$ cat config.mk
export PLATFORM = sky130hd
export DESIGN_NAME = windowed_rms_current_meter
export DESIGN_NICKNAME = d
export VERILOG_FILES = /design/src/wrcm_pkg.sv /design/src/wrcm_mul.sv /design/src/wrcm_isqrt.sv /design/src/windowed_rms_current_meter.sv
export SDC_FILE = /design/constraint.sdc
export NUM_CORES = 1
export LEC_CHECK = 0
export BUFFER_PORTS_ARGS = -buffer_cell sky130_fd_sc_hd__buf_2
export CORE_ASPECT_RATIO = 1.1
export CORE_UTILIZATION = 55
export CTS_CLUSTER_DIAMETER = 150
export DETAILED_ROUTE_END_ITERATION = 8
export GPL_TIMING_DRIVEN = 0
export PLACE_DENSITY = 0.73
export SKIP_LAST_GASP = 1
export SLEW_MARGIN = 20
export SYNTH_ARGS = -nofsm -noshare
export SYNTH_HDL_FRONTEND = slang
export SYNTH_SLANG_ARGS = --single-unit
$ cat constraint.sdc
create_clock -name clk_i -period 9.4 [get_ports clk_i]
set_clock_uncertainty 0.05 [all_clocks]
set_input_delay 0.47 -clock clk_i [delete_from_list [all_inputs] [get_ports clk_i]]
set_output_delay 0.47 -clock clk_i [all_outputs]
set_load 0.005 [all_outputs]
$ cat src/wrcm_pkg.sv
// Shared widths, constants and types for the windowed RMS current meter.
// Used by every module of the block; depends on nothing else.
package wrcm_pkg;

  // Converter and window sizing
  localparam int ADC_BITS        = 10;
  localparam int RMS_WINDOW_LOG2 = 8;
  localparam int CAL_WINDOW_LOG2 = 8;

  // Fixed field widths of the stream payloads
  localparam int ADC_IN_W  = 10;
  localparam int GAIN_W    = 16;
  localparam int INST_W    = 19;
  localparam int RMS_W     = 18;
  localparam int OFFSET_W  = 10;

  localparam int IN_DATA_W     = ((ADC_IN_W + 7) / 8) * 8;
  localparam int OUT_FIELDS_W  = INST_W + RMS_W + OFFSET_W;
  localparam int OUT_DATA_W    = ((OUT_FIELDS_W + 7) / 8) * 8;

  // Internal datapath widths
  localparam int MS_W     = 2 * ADC_BITS;              // mean square
  localparam int SQ_W     = MS_W + RMS_WINDOW_LOG2;    // window sum of squares
  localparam int RAW_W    = ADC_BITS + CAL_WINDOW_LOG2; // window sum of raw samples
  localparam int OPA_W    = ADC_BITS + 1;              // signed multiplier operand A
  localparam int OPB_W    = GAIN_W + 1;                // signed multiplier operand B
  localparam int PROD_W   = OPA_W + OPB_W;
  localparam int REM_W    = ADC_BITS + 3;              // square root remainder
  localparam int ITER_W   = $clog2(ADC_BITS + 1);

  localparam int Q8_HALF  = 128;
  localparam int Q8_SHIFT = 8;
  localparam int RMS_MAX  = (1 << RMS_W) - 1;

  localparam logic [GAIN_W-1:0]   GAIN_RESET   = GAIN_W'(18944);
  localparam logic [ADC_BITS-1:0] OFFSET_RESET = ADC_BITS'(512);

  // Request kinds carried in the input tuser
  localparam logic REQ_SAMPLE    = 1'b0;
  localparam logic REQ_CALIBRATE = 1'b1;

  // Control from the sequencer to the square root unit
  typedef struct packed {
    logic            start;
    logic [MS_W-1:0] radicand;
  } sqrt_ctl_t;

endpackage

$ cat src/wrcm_mul.sv
// Shared signed multiplier with a registered product.
// Depends on wrcm_pkg for the operand widths.
module wrcm_mul (
  input  logic                                clk_i,
  input  logic signed [wrcm_pkg::OPA_W-1:0]   a_i,
  input  logic signed [wrcm_pkg::OPB_W-1:0]   b_i,
  output logic signed [wrcm_pkg::PROD_W-1:0]  p_o
);
  import wrcm_pkg::*;

  logic signed [PROD_W-1:0] p_d;
  logic signed [PROD_W-1:0] p_q;

  assign p_d = PROD_W'(a_i) * PROD_W'(b_i);

  always_ff @(posedge clk_i) begin
    p_q <= p_d;
  end

  assign p_o = p_q;

endmodule

$ cat src/wrcm_isqrt.sv
// Iterative integer square root, one result bit per cycle.
// Depends on wrcm_pkg for widths and the control struct.
module wrcm_isqrt (
  input  logic                          clk_i,
  input  logic                          rst_ni,
  input  wrcm_pkg::sqrt_ctl_t           ctl_i,
  output logic                          busy_o,
  output logic [wrcm_pkg::ADC_BITS-1:0] root_o
);
  import wrcm_pkg::*;

  logic                busy_q;
  logic [ITER_W-1:0]   cnt_q;
  logic [MS_W-1:0]     val_q;
  logic [REM_W-1:0]    rem_q;
  logic [ADC_BITS-1:0] root_q;

  logic [REM_W-1:0]    rem_shift;
  logic [REM_W-1:0]    trial;
  logic                take;

  // Bring in the next two radicand bits and try the candidate 4*root + 1.
  assign rem_shift = {rem_q[REM_W-3:0], val_q[MS_W-1 -: 2]};
  assign trial     = REM_W'({root_q, 2'b01});
  assign take      = (rem_shift >= trial);

  always_ff @(posedge clk_i or negedge rst_ni) begin
    if (!rst_ni) begin
      busy_q <= 1'b0;
      cnt_q  <= '0;
      val_q  <= '0;
      rem_q  <= '0;
      root_q <= '0;
    end else if (ctl_i.start) begin
      busy_q <= 1'b1;
      cnt_q  <= ITER_W'(ADC_BITS);
      val_q  <= ctl_i.radicand;
      rem_q  <= '0;
      root_q <= '0;
    end else if (busy_q) begin
      val_q <= {val_q[MS_W-3:0], 2'b00};
      if (take) begin
        rem_q  <= rem_shift - trial;
        root_q <= {root_q[ADC_BITS-2:0], 1'b1};
      end else begin
        rem_q  <= rem_shift;
        root_q <= {root_q[ADC_BITS-2:0], 1'b0};
      end
      cnt_q <= cnt_q - 1'b1;
      if (cnt_q == ITER_W'(1)) begin
        busy_q <= 1'b0;
      end
    end
  end

  assign busy_o = busy_q;
  assign root_o = root_q;

endmodule

$ cat src/windowed_rms_current_meter.sv
// Windowed RMS current meter: top level with the item sequencer and state.
// Depends on wrcm_pkg, wrcm_mul and wrcm_isqrt.
//
// Each input transfer is either a converter sample or a calibrate request and
// produces exactly one output transfer. A sample steps through S_INST, S_SQ,
// S_ACC, S_RMS and S_OUT; a sample that closes an RMS window also steps
// through S_ROOT_GO and S_ROOT, where it waits while the square root unit
// produces one root bit per cycle; a calibrate request steps through
// S_RMS and S_OUT. All multiplications go through one shared multiplier in
// turn. While an item is in work s_axis_tready is low; a finished
// result waits in the output register, so a slow consumer only stalls the
// block when a second result is ready. The gain register may be written at any
// time the block is idle and is always ready.
module windowed_rms_current_meter (
  input  logic                                 clk_i,
  input  logic                                 rst_ni,
  // Input stream
  input  logic                                 s_axis_tvalid,
  output logic                                 s_axis_tready,
  input  logic [wrcm_pkg::IN_DATA_W-1:0]       s_axis_tdata,  // [9:0] adc_sample
  input  logic                                 s_axis_tuser,  // [0] req_type
  // Output stream
  output logic                                 m_axis_tvalid,
  input  logic                                 m_axis_tready,
  // [18:0] instant_ma, [36:19] rms_ma, [46:37] offset_counts
  output logic [wrcm_pkg::OUT_DATA_W-1:0]      m_axis_tdata,
  output logic                                 m_axis_tuser,  // [0] window_done
  // Gain register write
  input  logic                                 cfg_valid_i,
  output logic                                 cfg_ready_o,
  input  logic [wrcm_pkg::GAIN_W-1:0]          cfg_data_i
);
  import wrcm_pkg::*;

  typedef enum logic [2:0] {
    S_IDLE,
    S_INST,
    S_SQ,
    S_ACC,
    S_ROOT_GO,
    S_ROOT,
    S_RMS,
    S_OUT
  } state_e;

  localparam int SH_W = PROD_W - Q8_SHIFT;

  state_e                      state_q;
  logic [GAIN_W-1:0]           gain_q;
  logic [ADC_BITS-1:0]         sample_q;
  logic [ADC_BITS-1:0]         zero_offset_q;
  logic [RMS_WINDOW_LOG2-1:0]  rms_cnt_q;
  logic [SQ_W-1:0]             square_sum_q;
  logic [MS_W-1:0]             mean_square_q;
  logic [CAL_WINDOW_LOG2-1:0]  cal_cnt_q;
  logic [RAW_W-1:0]            raw_sum_q;
  logic [ADC_BITS-1:0]         raw_avg_q;
  logic [INST_W-1:0]           instant_q;
  logic                        done_q;
  logic                        m_valid_q;
  logic [OUT_DATA_W-1:0]       m_data_q;
  logic                        m_user_q;

  logic [ADC_BITS-1:0]         sample_in;
  logic signed [OPA_W-1:0]     diff;
  logic [OPA_W-1:0]            neg_diff;
  logic [ADC_BITS-1:0]         mag;
  logic signed [OPA_W-1:0]     mul_a;
  logic signed [OPB_W-1:0]     mul_b;
  logic signed [PROD_W-1:0]    product;

  logic signed [PROD_W:0]      inst_rnd;
  logic [SH_W:0]               inst_sh;
  logic [SH_W-INST_W+1:0]      inst_top;
  logic [INST_W-1:0]           inst_sat;
  logic [PROD_W-1:0]           rms_rnd;
  logic [SH_W-1:0]             rms_sh;
  logic [RMS_W-1:0]            rms_sat;

  logic [SQ_W-1:0]             sum_next;
  logic [RAW_W-1:0]            raw_next;
  logic                        out_free;

  sqrt_ctl_t                   sqrt_ctl;
  logic                        sqrt_busy;
  logic [ADC_BITS-1:0]         root;

  assign sample_in = ADC_BITS'(s_axis_tdata[ADC_IN_W-1:0]);
  assign diff      = $signed({1'b0, sample_q}) - $signed({1'b0, zero_offset_q});
  assign neg_diff  = -diff;
  assign mag       = diff[ADC_BITS] ? neg_diff[ADC_BITS-1:0] : diff[ADC_BITS-1:0];

  // Operand selection for the shared multiplier; the default keeps root * gain
  // so the product stays put while a result waits for the output register.
  always_comb begin
    unique case (state_q)
      S_INST: begin
        mul_a = diff;
        mul_b = $signed(OPB_W'(gain_q));
      end
      S_SQ: begin
        mul_a = $signed(OPA_W'(mag));
        mul_b = $signed(OPB_W'(mag));
      end
      default: begin
        mul_a = $signed(OPA_W'(root));
        mul_b = $signed(OPB_W'(gain_q));
      end
    endcase
  end

  wrcm_mul u_mul (
    .clk_i (clk_i),
    .a_i   (mul_a),
    .b_i   (mul_b),
    .p_o   (product)
  );

  assign sqrt_ctl.start    = (state_q == S_ROOT_GO);
  assign sqrt_ctl.radicand = mean_square_q;

  wrcm_isqrt u_isqrt (
    .clk_i  (clk_i),
    .rst_ni (rst_ni),
    .ctl_i  (sqrt_ctl),
    .busy_o (sqrt_busy),
    .root_o (root)
  );

  // Instant current: round half up by adding half an LSB and flooring.
  assign inst_rnd = $signed({product[PROD_W-1], product}) + $signed((PROD_W+1)'(Q8_HALF));
  assign inst_sh  = inst_rnd[PROD_W:Q8_SHIFT];
  assign inst_top = inst_sh[SH_W:INST_W-1];
  always_comb begin
    if ((&inst_top) || !(|inst_top)) begin
      inst_sat = inst_sh[INST_W-1:0];
    end else if (inst_sh[SH_W]) begin
      inst_sat = {1'b1, {(INST_W-1){1'b0}}};
    end else begin
      inst_sat = {1'b0, {(INST_W-1){1'b1}}};
    end
  end

  // RMS current: the product is never negative here.
  assign rms_rnd = $unsigned(product) + PROD_W'(Q8_HALF);
  assign rms_sh  = rms_rnd[PROD_W-1:Q8_SHIFT];
  assign rms_sat = (rms_sh > SH_W'(RMS_MAX)) ? RMS_W'(RMS_MAX) : RMS_W'(rms_sh);

  assign sum_next = square_sum_q + SQ_W'(product[MS_W-1:0]);
  assign raw_next = raw_sum_q + RAW_W'(sample_q);
  assign out_free = !m_valid_q || m_axis_tready;

  always_ff @(posedge clk_i or negedge rst_ni) begin
    if (!rst_ni) begin
      state_q       <= S_IDLE;
      gain_q        <= GAIN_RESET;
      sample_q      <= '0;
      zero_offset_q <= OFFSET_RESET;
      rms_cnt_q     <= '0;
      square_sum_q  <= '0;
      mean_square_q <= '0;
      cal_cnt_q     <= '0;
      raw_sum_q     <= '0;
      raw_avg_q     <= '0;
      instant_q     <= '0;
      done_q        <= 1'b0;
      m_valid_q     <= 1'b0;
      m_data_q      <= '0;
      m_user_q      <= 1'b0;
    end else begin
      if (cfg_valid_i) begin
        gain_q <= cfg_data_i;
      end
      if ((state_q == S_OUT) && out_free) begin
        m_valid_q <= 1'b1;
      end else if (m_axis_tready) begin
        m_valid_q <= 1'b0;
      end
      unique case (state_q)
        S_IDLE: begin
          if (s_axis_tvalid) begin
            sample_q  <= sample_in;
            instant_q <= '0;
            done_q    <= 1'b0;
            if (s_axis_tuser == REQ_CALIBRATE) begin
              zero_offset_q <= raw_avg_q;
              state_q       <= S_RMS;
            end else begin
              state_q <= S_INST;
            end
          end
        end
        S_INST: begin
          state_q <= S_SQ;
        end
        S_SQ: begin
          instant_q <= inst_sat;
          state_q   <= S_ACC;
        end
        S_ACC: begin
          rms_cnt_q <= rms_cnt_q + 1'b1;
          cal_cnt_q <= cal_cnt_q + 1'b1;
          if (&cal_cnt_q) begin
            raw_avg_q <= raw_next[RAW_W-1:CAL_WINDOW_LOG2];
            raw_sum_q <= '0;
          end else begin
            raw_sum_q <= raw_next;
          end
          if (&rms_cnt_q) begin
            mean_square_q <= sum_next[SQ_W-1:RMS_WINDOW_LOG2];
            square_sum_q  <= '0;
            done_q        <= 1'b1;
            state_q       <= S_ROOT_GO;
          end else begin
            square_sum_q <= sum_next;
            state_q      <= S_RMS;
          end
        end
        S_ROOT_GO: begin
          state_q <= S_ROOT;
        end
        S_ROOT: begin
          if (!sqrt_busy) begin
            state_q <= S_RMS;
          end
        end
        S_RMS: begin
          state_q <= S_OUT;
        end
        S_OUT: begin
          if (out_free) begin
            m_data_q  <= OUT_DATA_W'({OFFSET_W'(zero_offset_q), rms_sat, instant_q});
            m_user_q  <= done_q;
            state_q   <= S_IDLE;
          end
        end
        default: begin
          state_q <= S_IDLE;
        end
      endcase
    end
  end

  assign s_axis_tready = (state_q == S_IDLE);
  assign m_axis_tvalid = m_valid_q;
  assign m_axis_tdata  = m_data_q;
  assign m_axis_tuser  = m_user_q;
  assign cfg_ready_o   = 1'b1;

endmodule

==> impl_metrics.tcl <==
set metrics [dict create \
    multiInputGateArea_um2 11600 \
    vias 15000 \
    hold_depth 2 \
    reg2reg_depth 31 \
    hold_path_class "in -> reg" \
    ant_nets 0 \
    wl_met1_um 19600 \
    drive_above_1_share_pct 11.1 \
    endpoint_kind "flop" \
    initial_core_util_pct 56.3 \
    seq_area_um2 6720 \
    routed_wl_um 48300 \
    highest_layer "met4" \
    synthFlopType "dfrtp_1" \
    htree_levels 1 \
    synth_area_per_cell_um2 9.53 \
    grt_setup_unrepaired "no" \
    io_buffers 80 \
    path_clk_slew_ps 70 \
    final_cell_mix "nand2_1, dfrtp_1, inv_1, nor2_1, ha_1" \
    slew_headroom_pct 25.5 \
    dpl_cell_area_um2 20500 \
    syn_area_um2 19500 \
    synth_cell_types 78 \
    final_net_count 2463 \
    antenna_cells 0 \
    area_growth_pct 10.7 \
    insertion_delay_ps 570 \
    final_area_um2 21500 \
    ys_ff_latch 274 \
    synth_fp_nets 2348 \
    core-area_um2 34600 \
    cts_root_buffer "clkbuf_16" \
    n_fill_cell 2908 \
    worst_path_most_repeated_cell "fa_1" \
    tightest_slew_ps 1110 \
    cts_buffers 30 \
    fin_setup_tns_ps 0 \
    cts_tree "yes" \
    drc_errors 0 \
    max_freq_mhz 111 \
    grt_pass1_vias 15400 \
    seq_area_frac_synth_pct 34.5 \
    cp_max_fo 8 \
    wl_per_cell_um 18.5 \
    route.met3.wl_um 2330 \
    grt_max_degree 89 \
    final_common_cell "nand2_1" \
    postSynth.asyncResetShare_pct 89.8 \
    grtUsageTotal_pct 27.9 \
    cts_setup_buffers 0 \
    required_ps 9850 \
    io_pins 90 \
    routed_via_density 5.71 \
    crit_slowest_cell "xor2_1" \
    slew_violations 0 \
    setup_viol 0 \
    num_rows 71 \
    max_cap_violations 0 \
    yosysWarnings 0 \
    timing.final.crit_share_pct 96.0 \
    outcome "completed" \
    syn_inst 2042 \
    gp_congestion 0.922 \
    die-area_um2 36200 \
    cp.arrival_ps 9480 \
    cts_sinks 274 \
    min_period_ps 9020 \
    synth_edf_count 0 \
    path_class "reg -> reg" \
    start_kind "flop" \
    wl_met2_um 24300 \
    antenna_found_initial 0 \
    gr-total-overflow 0 \
    die_h_um 199 \
    grt_first_pass_wirelength_um 79500 \
    slowest_delay_ps 600 \
    clockBufferDepth 3 \
    drt-initial-drc-count 904 \
    drtPass1Iterations 5 \
    dpl.hpwl_um 37300 \
    die_w_um 181 \
    hold_viol 0 \
]
-- registers in the layout, indices dropped and copies added, names as in the netlist --
| name | flops |
|---|---|
| u_isqrt.rem_q | 11 |
| rms_cnt_q | 8 |
| m_axis_tvalid | 1 |
| u_isqrt.busy_o | 1 |
| mean_square_q | 20 |
| state_q | 3 |
| u_isqrt.root_o | 10 |
| u_isqrt.cnt_q | 4 |
| m_axis_tdata | 47 |
| square_sum_q | 28 |
| cal_cnt_q | 8 |
| instant_q | 19 |
| raw_sum_q | 18 |
| u_mul.p_o | 28 |
| m_axis_tuser | 1 |
| gain_q | 16 |
| done_q | 1 |
| u_isqrt.val_q | 20 |
| sample_q | 10 |
| zero_offset_q | 10 |
| raw_avg_q | 10 |
-- layout make-up --
cell class / instances / share of cell area, %
flip-flops and latches: 274 / 31.2
clock buffers: 45 / 4.12
plain buffers: 76 / 1.46
clock inverters: 11 / 0.656
multi-input cells: 1469 / 53.9
inverters: 223 / 3.88
well taps: 438 / 2.54
repair buffers: 83 / 2.21
-- final timing paths --
check / end / slack [ps] / start
min in group asynchronous: raw_sum_q[7] / 490 / rst_ni
worst min-delay path: sample_q[4] / 80 / s_axis_tdata[4]
worst max-delay path: u_mul.p_o[27] / 380 / sample_q[0]
worst min register to register: rms_cnt_q[7] / 430 / rms_cnt_q[7]
max in group asynchronous: m_axis_tdata[35] / 7920 / rst_ni
worst max register to register: u_mul.p_o[27] / 380 / sample_q[0]
-- per-stage QoR --
| step | utilization (%) | hold WS, ps | cells | setup slack, ps |
|---|---|---|---|---|
| 3_3_place_gp | 59.1 | 403 | 2560 | 331 |
| 4_1_cts | 62.3 | 63.4 | 2619 | 478 |
| 6_report | 62.4 | 80.6 | 2619 | 377 |
| 2_1_floorplan | - | 124 | 2042 | 1600 |
| 5_1_grt | 62.4 | 68.9 | 2619 | 25.4 |
| 3_5_place_dp | 59.3 | 413 | 2562 | 494 |
-- worst max-delay path: cells and delay by family, from the launching register on --
family | cells | cell delay, ps
fa+ha+maj | 8 | 3620
compound gates | 11 | 2480
simple gates | 6 | 1530
xor+xnor | 1 | 600
flops | 1 | 380
buf+inv | 5 | 270
-- synthesized netlist by cell type (10+ instances only) --
master | n | area, um^2
clkbuf_1 | 55 | 206
xnor2_1 | 64 | 561
nand2_1 | 250 | 938
fa_1 | 129 | 2580
and3_1 | 18 | 113
xor2_1 | 52 | 455
o21ai_0 | 97 | 485
o21a_1 | 11 | 82.6
o31ai_1 | 10 | 75.1
nand2b_1 | 14 | 87.6
a21o_1 | 30 | 225
dfrtp_1 | 242 | 6060
nor2_1 | 202 | 758
a22o_1 | 30 | 263
nor2b_1 | 14 | 87.6
ha_1 | 139 | 1740
dfxtp_1 | 28 | 561
a21oi_1 | 81 | 405
inv_1 | 223 | 837
mux2_2 | 68 | 766
nor3_1 | 20 | 100
a211oi_1 | 16 | 120
mux2i_1 | 42 | 420
nand3_1 | 43 | 215
and2_1 | 13 | 81.3
-- cells by family after synthesis --
group                      after synthesis  share of synthesized area, %
buffers and inverters                  299                          5.92
AOI/OAI and AO/OA                      356                          12.2
muxes                                  110                          6.09
and+or+nand+nor                        616                          13.7
DFF                                    274                          34.5
adders and majority gates              268                          22.2
other                                    2                        0.0386
xor gates and xnor gates               117                          5.30
-- metal layers --
| metal | global-route usage (%) | up-vias |
|---|---|---|
| met3 | 3.08 | 117 |
| met4 | 13.1 | 0 |
| met2 | 49.7 | 391 |
| met1 | 34.1 | 7435 |
| li1 | - | 7019 |
| met5 | 0 | - |
-- timing repair --
item                                    4_1_cts  5_1_grt
resized for setup                             0        3
endpoints found under the setup margin        0        1
hold buffers                                  1        0
endpoints found under the hold margin        83        0
Power is not shown: default switching activity piles up to over one toggle a cycle in this logic, so the estimate is an artifact.
